--- config.mk ---
export PLATFORM = sky130hd
export DESIGN_NAME = double_ended_queue_top
export DESIGN_NICKNAME = d
export VERILOG_FILES = /design/src/rtl/core/dq_pkg.sv /design/src/rtl/core/dq_cell.sv /design/src/rtl/core/dq_outq.sv /design/src/rtl/core/double_ended_queue_top.sv
export SDC_FILE = /design/constraint.sdc
export NUM_CORES = 1
export LEC_CHECK = 0
export ABC_AREA = 1
export ABC_CLOCK_PERIOD_IN_PS = 12110
export BUFFER_PORTS_ARGS = -buffer_cell sky130_fd_sc_hd__buf_2
export CORE_ASPECT_RATIO = 2
export CORE_UTILIZATION = 40
export DETAILED_ROUTE_END_ITERATION = 8
export PLACE_DENSITY_LB_ADDON = 0.25
export RECOVER_POWER = 100
export SLEW_MARGIN = 40
export SYNTH_ARGS = -nofsm -noshare
export SYNTH_HDL_FRONTEND = slang
export SYNTH_SLANG_ARGS = --single-unit
export TNS_END_PERCENT = 50
--- constraint.sdc ---
create_clock -name clk -period 12.11 [get_ports clk]
set_clock_uncertainty 0.2 [all_clocks]
set_input_delay 1.211 -clock clk [delete_from_list [all_inputs] [get_ports clk]]
set_output_delay 1.211 -clock clk [all_outputs]
set_load 0.05 [all_outputs]
--- src/rtl/core/dq_pkg.sv ---
// Shared types and constants for the double-ended queue.
// Holds opcode and status codes and the cell mode type; no dependencies.
package dq_pkg;

  localparam int OP_W     = 3;
  localparam int POS_W    = 5;
  localparam int STATUS_W = 2;

  localparam logic [OP_W-1:0] OP_PUSH_FRONT = 3'd0;
  localparam logic [OP_W-1:0] OP_PUSH_BACK  = 3'd1;
  localparam logic [OP_W-1:0] OP_POP_FRONT  = 3'd2;
  localparam logic [OP_W-1:0] OP_POP_BACK   = 3'd3;
  localparam logic [OP_W-1:0] OP_LIST       = 3'd4;

  localparam logic [STATUS_W-1:0] ST_OK    = 2'd0;
  localparam logic [STATUS_W-1:0] ST_EMPTY = 2'd1;
  localparam logic [STATUS_W-1:0] ST_FULL  = 2'd2;
  localparam logic [STATUS_W-1:0] ST_RANGE = 2'd3;

  typedef enum logic [1:0] {
    CELL_HOLD,
    CELL_FROM_LEFT,
    CELL_FROM_RIGHT,
    CELL_LOAD
  } cell_mode_t;

endpackage

--- src/rtl/core/dq_cell.sv ---
// One storage cell of the deque ring: holds a word, or takes it from a
// neighbor or from the input. Depends on dq_pkg.
module dq_cell import dq_pkg::*; #(
  parameter int DATA_W = 32
) (
  input  logic              clk,
  input  cell_mode_t        mode,
  input  logic [DATA_W-1:0] left_data,
  input  logic [DATA_W-1:0] right_data,
  input  logic [DATA_W-1:0] load_data,
  output logic [DATA_W-1:0] data
);

  always_ff @(posedge clk) begin
    unique case (mode)
      CELL_HOLD:       data <= data;
      CELL_FROM_LEFT:  data <= left_data;
      CELL_FROM_RIGHT: data <= right_data;
      CELL_LOAD:       data <= load_data;
    endcase
  end

endmodule

--- src/rtl/core/dq_outq.sv ---
// Two-entry result queue between the deque core and the output channel.
// Lets a new word enter while an earlier one waits; no dependencies.
module dq_outq #(
  parameter int W = 35
) (
  input  logic         clk,
  input  logic         rst,
  input  logic         push,
  input  logic [W-1:0] push_data,
  output logic         full,
  output logic         pop_valid,
  input  logic         pop_ready,
  output logic [W-1:0] pop_data
);

  logic [W-1:0] entry [2];
  logic         wr_ptr;
  logic         rd_ptr;
  logic [1:0]   fill;
  logic         pop;

  assign pop       = pop_valid && pop_ready;
  assign full      = (fill == 2'd2);
  assign pop_valid = (fill != 2'd0);
  assign pop_data  = entry[rd_ptr];

  always_ff @(posedge clk) begin
    if (push) begin
      entry[wr_ptr] <= push_data;
    end
  end

  always_ff @(posedge clk) begin
    if (rst) begin
      wr_ptr <= 1'b0;
      rd_ptr <= 1'b0;
      fill   <= 2'd0;
    end else begin
      if (push) begin
        wr_ptr <= ~wr_ptr;
      end
      if (pop) begin
        rd_ptr <= ~rd_ptr;
      end
      if (push && !pop) begin
        fill <= fill + 2'd1;
      end else if (pop && !push) begin
        fill <= fill - 2'd1;
      end
    end
  end

endmodule

--- src/rtl/core/double_ended_queue_top.sv ---
// Double-ended queue: a ring of DEPTH cells, front at cell 0 while idle. Push
// and pop update the ring and queue their status word at acceptance. A list
// rotates the ring until the element at position is at cell 0, emits one
// element per cycle while the output queue has room, then rotates back by the
// shortest way; input is held off for all of it. Reset clears fill count,
// rotation, sequencer and output queue; cell contents stay undefined.
module double_ended_queue_top import dq_pkg::*; #(
  parameter int DEPTH  = 16,
  parameter int DATA_W = 32
) (
  input  logic                clk,
  input  logic                rst,
  input  logic                in_valid,
  output logic                in_ready,
  input  logic [OP_W-1:0]     opcode,
  input  logic [DATA_W-1:0]   record,
  input  logic [POS_W-1:0]    position,
  input  logic                direction,
  output logic                out_valid,
  input  logic                out_ready,
  output logic [STATUS_W-1:0] status,
  output logic [DATA_W-1:0]   element,
  output logic                last
);

  localparam int RW   = $clog2(DEPTH);
  localparam int CW   = $clog2(DEPTH + 1);
  localparam int CMPW = (CW > POS_W) ? CW : POS_W;
  localparam int OW   = STATUS_W + DATA_W + 1;
  localparam logic [RW-1:0] ROT_MAX  = RW'(DEPTH - 1);
  localparam logic [RW-1:0] ROT_HALF = RW'((DEPTH + 1) / 2);
  localparam logic [CW-1:0] CNT_FULL = CW'(DEPTH);

  typedef enum logic [1:0] {
    S_IDLE,
    S_SKIP,
    S_EMIT,
    S_RESTORE
  } state_t;

  state_t              state, state_next;
  logic [CW-1:0]       count, count_next;
  logic [RW-1:0]       rot, rot_next;
  logic [CW-1:0]       skip, skip_next;
  logic [CW-1:0]       remain, remain_next;
  logic                dir, dir_next;

  logic                accept;
  logic [RW-1:0]       rot_inc;
  logic [RW-1:0]       rot_dec;
  cell_mode_t          ring_mode;
  logic                front_load;
  logic                back_load;
  logic                q_push;
  logic                q_full;
  logic [STATUS_W-1:0] q_status;
  logic [DATA_W-1:0]   q_elem;
  logic                q_last;
  logic [OW-1:0]       q_out;
  logic                pos_bad;

  cell_mode_t          cell_mode [DEPTH];
  logic [DATA_W-1:0]   cell_data [DEPTH];

  assign in_ready = (state == S_IDLE) && !q_full;
  assign accept   = in_valid && in_ready;
  assign rot_inc  = (rot == ROT_MAX) ? '0 : rot + RW'(1);
  assign rot_dec  = (rot == '0) ? ROT_MAX : rot - RW'(1);
  assign pos_bad  = (position == '0) || (CMPW'(position) > CMPW'(count));

  always_comb begin
    state_next  = state;
    count_next  = count;
    rot_next    = rot;
    skip_next   = skip;
    remain_next = remain;
    dir_next    = dir;
    ring_mode   = CELL_HOLD;
    front_load  = 1'b0;
    back_load   = 1'b0;
    q_push      = 1'b0;
    q_status    = ST_OK;
    q_elem      = '0;
    q_last      = 1'b1;
    unique case (state)
      S_IDLE: begin
        if (accept) begin
          unique case (opcode)
            OP_PUSH_FRONT: begin
              q_push = 1'b1;
              if (count == CNT_FULL) begin
                q_status = ST_FULL;
              end else begin
                ring_mode  = CELL_FROM_LEFT;
                front_load = 1'b1;
                count_next = count + CW'(1);
              end
            end
            OP_PUSH_BACK: begin
              q_push = 1'b1;
              if (count == CNT_FULL) begin
                q_status = ST_FULL;
              end else begin
                back_load  = 1'b1;
                count_next = count + CW'(1);
              end
            end
            OP_POP_FRONT: begin
              q_push = 1'b1;
              if (count == '0) begin
                q_status = ST_EMPTY;
              end else begin
                ring_mode  = CELL_FROM_RIGHT;
                count_next = count - CW'(1);
              end
            end
            OP_POP_BACK: begin
              q_push = 1'b1;
              if (count == '0) begin
                q_status = ST_EMPTY;
              end else begin
                count_next = count - CW'(1);
              end
            end
            OP_LIST: begin
              if (count == '0) begin
                q_push   = 1'b1;
                q_status = ST_EMPTY;
              end else if (pos_bad) begin
                q_push   = 1'b1;
                q_status = ST_RANGE;
              end else begin
                skip_next = CW'(CMPW'(position) - CMPW'(1));
                dir_next  = direction;
                if (direction) begin
                  remain_next = CW'(CMPW'(position));
                end else begin
                  remain_next = CW'(CMPW'(count) - CMPW'(position) + CMPW'(1));
                end
                state_next = (position == POS_W'(1)) ? S_EMIT : S_SKIP;
              end
            end
            default: ;
          endcase
        end
      end
      S_SKIP: begin
        ring_mode = CELL_FROM_RIGHT;
        rot_next  = rot_inc;
        skip_next = skip - CW'(1);
        if (skip == CW'(1)) begin
          state_next = S_EMIT;
        end
      end
      S_EMIT: begin
        if (!q_full) begin
          q_push      = 1'b1;
          q_elem      = cell_data[0];
          q_last      = (remain == CW'(1));
          ring_mode   = dir ? CELL_FROM_LEFT : CELL_FROM_RIGHT;
          rot_next    = dir ? rot_dec : rot_inc;
          remain_next = remain - CW'(1);
          if (remain == CW'(1)) begin
            state_next = (rot_next == '0) ? S_IDLE : S_RESTORE;
          end
        end
      end
      S_RESTORE: begin
        if (rot >= ROT_HALF) begin
          ring_mode = CELL_FROM_RIGHT;
          rot_next  = rot_inc;
        end else begin
          ring_mode = CELL_FROM_LEFT;
          rot_next  = rot_dec;
        end
        if (rot_next == '0) begin
          state_next = S_IDLE;
        end
      end
    endcase
  end

  always_ff @(posedge clk) begin
    if (rst) begin
      state  <= S_IDLE;
      count  <= '0;
      rot    <= '0;
      skip   <= '0;
      remain <= '0;
      dir    <= 1'b0;
    end else begin
      state  <= state_next;
      count  <= count_next;
      rot    <= rot_next;
      skip   <= skip_next;
      remain <= remain_next;
      dir    <= dir_next;
    end
  end

  for (genvar i = 0; i < DEPTH; i++) begin : g_cell
    assign cell_mode[i] = ((front_load && (i == 0)) ||
                           (back_load && (count == CW'(i)))) ? CELL_LOAD : ring_mode;

    dq_cell #(
      .DATA_W(DATA_W)
    ) u_cell (
      .clk       (clk),
      .mode      (cell_mode[i]),
      .left_data (cell_data[(i + DEPTH - 1) % DEPTH]),
      .right_data(cell_data[(i + 1) % DEPTH]),
      .load_data (record),
      .data      (cell_data[i])
    );
  end

  dq_outq #(
    .W(OW)
  ) u_outq (
    .clk      (clk),
    .rst      (rst),
    .push     (q_push),
    .push_data({q_status, q_elem, q_last}),
    .full     (q_full),
    .pop_valid(out_valid),
    .pop_ready(out_ready),
    .pop_data (q_out)
  );

  assign status  = q_out[OW-1 -: STATUS_W];
  assign element = q_out[DATA_W:1];
  assign last    = q_out[0];

endmodule
[After elaboration in Yosys (flattened, before gate mapping)]
Memory sizes are Yosys's and may differ from the RTL's. A register that Yosys moved wholly into a read port is not among the register bits.
Index checks and enable logic that the tools add are counted.
Word-level totals
  bits in registers: 538
  latch bits: 0
  memory bits (writable): 70
  ROM bits: 0
  input bits: 45
  memories: 1
Operators by class
  add/sub/neg operators: 11
  multiply operators: 0
  div/mod/pow operators: 0
  magnitude comparators: 2
  eq/ne operators: 86
  shift operators: 0
  multiplexer cells: 103
  bitwise gates (word level): 4
  reduce and logical (&&, ||, !) cells: 64
Memories
  u_outq.entry: depth 2, bits a word 35, rd ports 1, clocked after Yosys merged registers in 1, write ports 1, RTL line dq_outq.sv:16  | logic [W-1:0] entry [2];
Operators by type and width (number)
  $pmux 32 s3: 16
  $mux 2: 38
  $eq 2x2->1 const B: 35
  $mux 32: 2
  $mux 5: 12
  $eq 5x4->1 const B: 8
  $eq 2x1->1 const B: 17
  $logic_not 2->1: 17
  $pmux 5 s2: 3
  $mux 4: 6
  $logic_and 1x1->1: 21
  $eq 5x1->1 const B: 4
  $eq 5x3->1 const B: 4
  $sub 5x1->5 const B: 4
  $mux 1: 19
  $ne 2x2->1 const B: 9
  $pmux 2 s4: 2
  $reduce_and 5->1: 3
  $logic_not 4->1: 3
  $pmux 4 s3: 1
  $add 5x1->5 const B: 2
  $eq 5x2->1 const B: 2
  $logic_not 5->1: 2
  $reduce_bool 2->1: 5
  26 further kinds: 35

[Longest topological paths before layout]
  depth in word-level cells: 11
  mapped depth: 16
  gate-level depth less buffers: 15

[By module]
A second synthesis with hierarchy kept.
Unflattened totals
  cells, all modules: 3520
  area, all modules: 33399.5 µm²
By module, submodules not included
  dq_cell (g_cell[0].u_cell ...): times used 14, cells an instance 180, area each 1732.9 µm²
  dq_cell (g_cell[8].u_cell ...): times used 2, cells an instance 180, area each 1696.6 µm²
  dq_outq: times used 1, cells an instance 144, area each 2911.5 µm²
  double_ended_queue_top: times used 1, cells an instance 496, area each 2834.0 µm²

[Worst setup path after synthesis]
No wires, ideal clock.
  kind: input -> register
  start point: input port position[2]
  end point: memory u_outq.entry[1][0] (enable)
  data arrival time: 3909 ps
  required time: 11469 ps
  slack: 7560 ps
  stages on the path: 10
  path through: inv_1 -> ha_1 -> nand2_1 -> nor2_1 -> nand2_1 -> nand3_1 -> nand2_1 -> nand3_1 -> nand3_1 -> a21oi_1
Between the ends
  cells in the longest elaborated chain, start to end: 9
RTL lines
  start: declaration: RTL line double_ended_queue_top.sv:17  | input logic [POS_W-1:0] position,
  $gt 5x5->1 or $logic_not 5->1 (tied branches): RTL line double_ended_queue_top.sv:69  | assign pos_bad = (position == '0) || (CMPW'(position) > CMPW'(count));
  $logic_or 1x1->1 *: RTL line double_ended_queue_top.sv:69
  $mux 1 *: RTL line double_ended_queue_top.sv:129  | end else if (pos_bad) begin
  $mux 1 *: RTL line double_ended_queue_top.sv:126  | if (count == '0) begin
  $pmux 1 s2 *: RTL line double_ended_queue_top.sv:88  | unique case (opcode)
  $mux 1 *: RTL line double_ended_queue_top.sv:87  | if (accept) begin
  $pmux 1 s2 *: RTL line double_ended_queue_top.sv:85  | unique case (state)
  $mux 1 *: RTL line dq_outq.sv:28  | if (push) begin
  $mux 1 (not written as such) *: RTL line dq_outq.sv:29  | entry[wr_ptr] <= push_data;
  end: declaration: RTL line dq_outq.sv:16
Every way passes the cells marked *; elsewhere a longest branch is shown, timed or not.

[Worst setup path in the final report]
  start point: register state[1]
  end point: register g_cell[13].u_cell.data[25] (data pin)
Between the ends
  cells in the longest elaborated chain, start to end: 9
RTL lines
  start: declaration: RTL line double_ended_queue_top.sv:41  | state_t state, state_next;
  start signal: assignment: RTL line double_ended_queue_top.sv:192  | state <= state_next;
  branches (longest 6 deep; another with $pmux 2 s4)
  $mux 2 *: RTL line double_ended_queue_top.sv:203  | (back_load && (count == CW'(i)))) ? CELL_LOAD : ring_mode;
  $eq 2x2->1 or $eq 2x1->1 (tied branches): RTL line dq_cell.sv:15  | unique case (mode)
  $pmux 32 s3 *: RTL line dq_cell.sv:15
  end signal: assignment: RTL line dq_cell.sv:16  | CELL_HOLD: data <= data;
  end signal: assignment: RTL line dq_cell.sv:17  | CELL_FROM_LEFT: data <= left_data;
  end signal: assignment: RTL line dq_cell.sv:18  | CELL_FROM_RIGHT: data <= right_data;
  end: declaration: RTL line dq_cell.sv:11  | output logic [DATA_W-1:0] data
Mark *: on every way between the ends.
A chain may end at the register's enable or synchronous reset.

==> impl_metrics.yaml <==
timing:
  slew_violations: 932
  worst_slack_ps: 4380
  hold_viol_final: 0
  setup-tns-final_ps: 0
  fmax_ghz: 0.129
  rsz0062_at_grt: "false"
  setup_violations: 0
  tightest_slew_ps: 4150
  relSlewSlack_pct: -177
  fin_crit_sh_pct: 63.9
  period_needed_ps: 7730
clock_network:
  cts_sinks: 609
  cts_buffers: 55
  ctsResizeCount: 0
  hold_buffers: 0
  clock_latency_ps: 620
  cts-root-buf: "clkbuf_16"
  post-cts-setup-buffer-count: 0
  cts_tree: "built"
  clk_pin_slew_worst_paths_ps: 70
  clockBufferDepth: 3
  htreeDepth: 2
job:
  cap_viol_max_count: 23
layout:
  area_growth_pct: 7.00
  nNetsFinal: 3497
  final_common_cell: "nand2_1"
  fill_cells: 7556
  layout-drive-gt1-share_pct: 5.79
  num_antenna_cells: 0
  final_cell_mix: "nand2_1 (1,483), nand3_1 (767), edfxtp_1 (582)"
  stdcell_count: 4491
global_routing:
  track_usage_pct: 23.7
  grt_pass1_vias: 23500
  overflow: 0
  antenna_found_initial: 1
  grt_pass1_wl_um: 144000
  grt_max_degree: 187
run_status:
  status: "complete, but fails checks"
  violations: "max-capacitance violations, max-slew violations"
critical_path:
  path_class: "flip-flop to flip-flop"
  path_depth: 9
  crit_fanout: 186
  crit_buf_inv: 3
  cp.arrival_ps: 7990
  slowest_delay_ps: 2940
  cp_slowest_cell: "clkbuf_1"
  r2r_cells: 9
  critical_path_required_ps: 12370
  crit_family: "buffers and inverters"
  end_kind: "flip-flop"
  start_kind: "flip-flop"
  cp_cell_sequence: "inv_1 -> nor2_1 -> nand2_1 -> o221ai_1 -> nand3_1 -> inv_16 -> clkbuf_1 -> nand2_1 -> nand3_1"
yosys:
  synth_edf_count: 582
  yosys_register_bits: 609
  synth_cell_type_count: 39
  syn-instance-count: 3533
  ys_top_cells_by_area: "edfxtp_1 (56%), nand2_1 (18%), nand3_1 (12%)"
  yosysWarningCount: 0
  yosys.area.top_type_share_pct: 55.9
  syn_nets: 3605
  synth_flop_cell: "edfxtp_1"
  synth-async-reset-ratio_pct: 0
  syn_area_per_cell_um2: 8.86
  synth_area_um2: 31300
  yosysTopAreaCell: "edfxtp_1"
  ys_seq_area_share_pct: 57.6
worst_hold_path:
  worstHoldPathType: "flip-flop to flip-flop"
  hold_depth: 2
pwr:
  ir_worst_vdd_uv: 131
  cellPowerDensity_nw_per_um2: 164
  p_total_mw: 5.50
  p_leak_nw: 12.8
routing:
  viasPerCell: 5.49
  route.vias.total: 24600
  drtAntennaViolNets: 0
  wl_per_cell_um: 21.1
  drc: 0
  drt_iter0_drc: 2685
  dr.pass1.iters: 6
  wirelength_um: 94700
place:
  pre_cts_ws_ps: 6940
  place_congestion: 0.867
  numPlacedInstances: 4390
  hpwl_um: 62200
  portBuffers: 81
floorplanning:
  ios: 82
  dieArea_um2: 79400
  die_h_um: 398
  initial_core_util_pct: 40.5
  rows: 144
  core_um2: 77300
  die_x_um: 200
power by group:
group	internal, mW	switching (mW)
combinational	0.259	0.739
clock	0.930	0.816
sequential	2.63	0.126
worst register-to-register path: stages (launching register included):
cell and delay, ps:
dfxtp_1 490, inv_1 160, nor2_1 800, nand2_1 160, o221ai_1 250, nand3_1 920
inv_16 900, clkbuf_1 3070, nand2_1 380, nand3_1 250
per-layer routing:
metal | vias to the layer above | track usage (%) | wire, um
met5 | - | 0 | 13
met4 | 2 | 10.7 | 4150
met3 | 188 | 2.32 | 6250
met2 | 965 | 40.6 | 46800
met1 | 11800 | 30.1 | 37500
li1 | 11700 | - | -
cell families after synthesis:
group                    synth area share [%]
AND/OR/NAND/NOR                          32.7
flip-flops                               57.6
buffers and inverters                    5.93
AO/OA/AOI/OAI                            1.17
multiplexers                             1.26
adder cells (fa/ha/maj)                  1.08
XOR/XNOR                                0.308
synthesized netlist by cell type, types with 2 or more instances:
cell type	n
inv_1	99
xor2_1	7
o21ai_0	28
mux2_2	35
buf_1	10
nand4_1	38
edfxtp_1	582
o221ai_1	2
nand3_1	767
a21oi_1	27
nand3_4	7
o211ai_1	2
dfxtp_1	27
nand2_1	1484
nand3_2	5
nor2_2	3
xnor2_1	4
inv_2	22
nor2_1	76
buf_2	125
o22ai_1	4
buf_4	46
nor4_1	2
clkbuf_1	84
ha_1	27
nor3_1	4
buf_6	4
metrics by stage:
stage	hold WS (ps)	cell area (um^2)	util [%]
floorplan	248	31300	-
global placement	259	31900	41.3
detailed placement	269	32000	41.4
CTS	279	33700	43.6
global route	304	33500	43.3
finish	279	33500	43.3
area by class of cell:
cell class | count | area, um^2 | area share [%]
Sequential cell | 609 | 18000 | 53.8
Multi-Input combinational cell | 2531 | 11500 | 34.2
Clock buffer | 78 | 1550 | 4.62
Tap cell | 1022 | 1280 | 3.82
Timing Repair Buffer | 105 | 534 | 1.60
Inverter | 123 | 479 | 1.43
Clock inverter | 23 | 170 | 0.508
flip-flops by register name (all words and copies together), names as in the netlist, named ones only:
register	cells
rot	4
remain	5
state	2
dir	1
u_outq.rd_ptr	1
count	5
u_outq.wr_ptr	1
u_outq.entry	70
u_outq.fill	2
skip	5
g_cell.u_cell.data	512
worst paths after layout:
kind / end / startpoint / slack [ps]
worst min register to register: u_outq.rd_ptr$_SDFFE_PP0P_ / u_outq.rd_ptr$_SDFFE_PP0P_ / 280
worst max-delay path: g_cell[13].u_cell.data[25]$_DFFE_PP_ / state[1]$_SDFFE_PP0P_ / 4380
worst max register to register: g_cell[13].u_cell.data[25]$_DFFE_PP_ / state[1]$_SDFFE_PP0P_ / 4380
worst min-delay path: u_outq.rd_ptr$_SDFFE_PP0P_ / u_outq.rd_ptr$_SDFFE_PP0P_ / 280
Note: power is estimated with default switching activity, not from simulation.
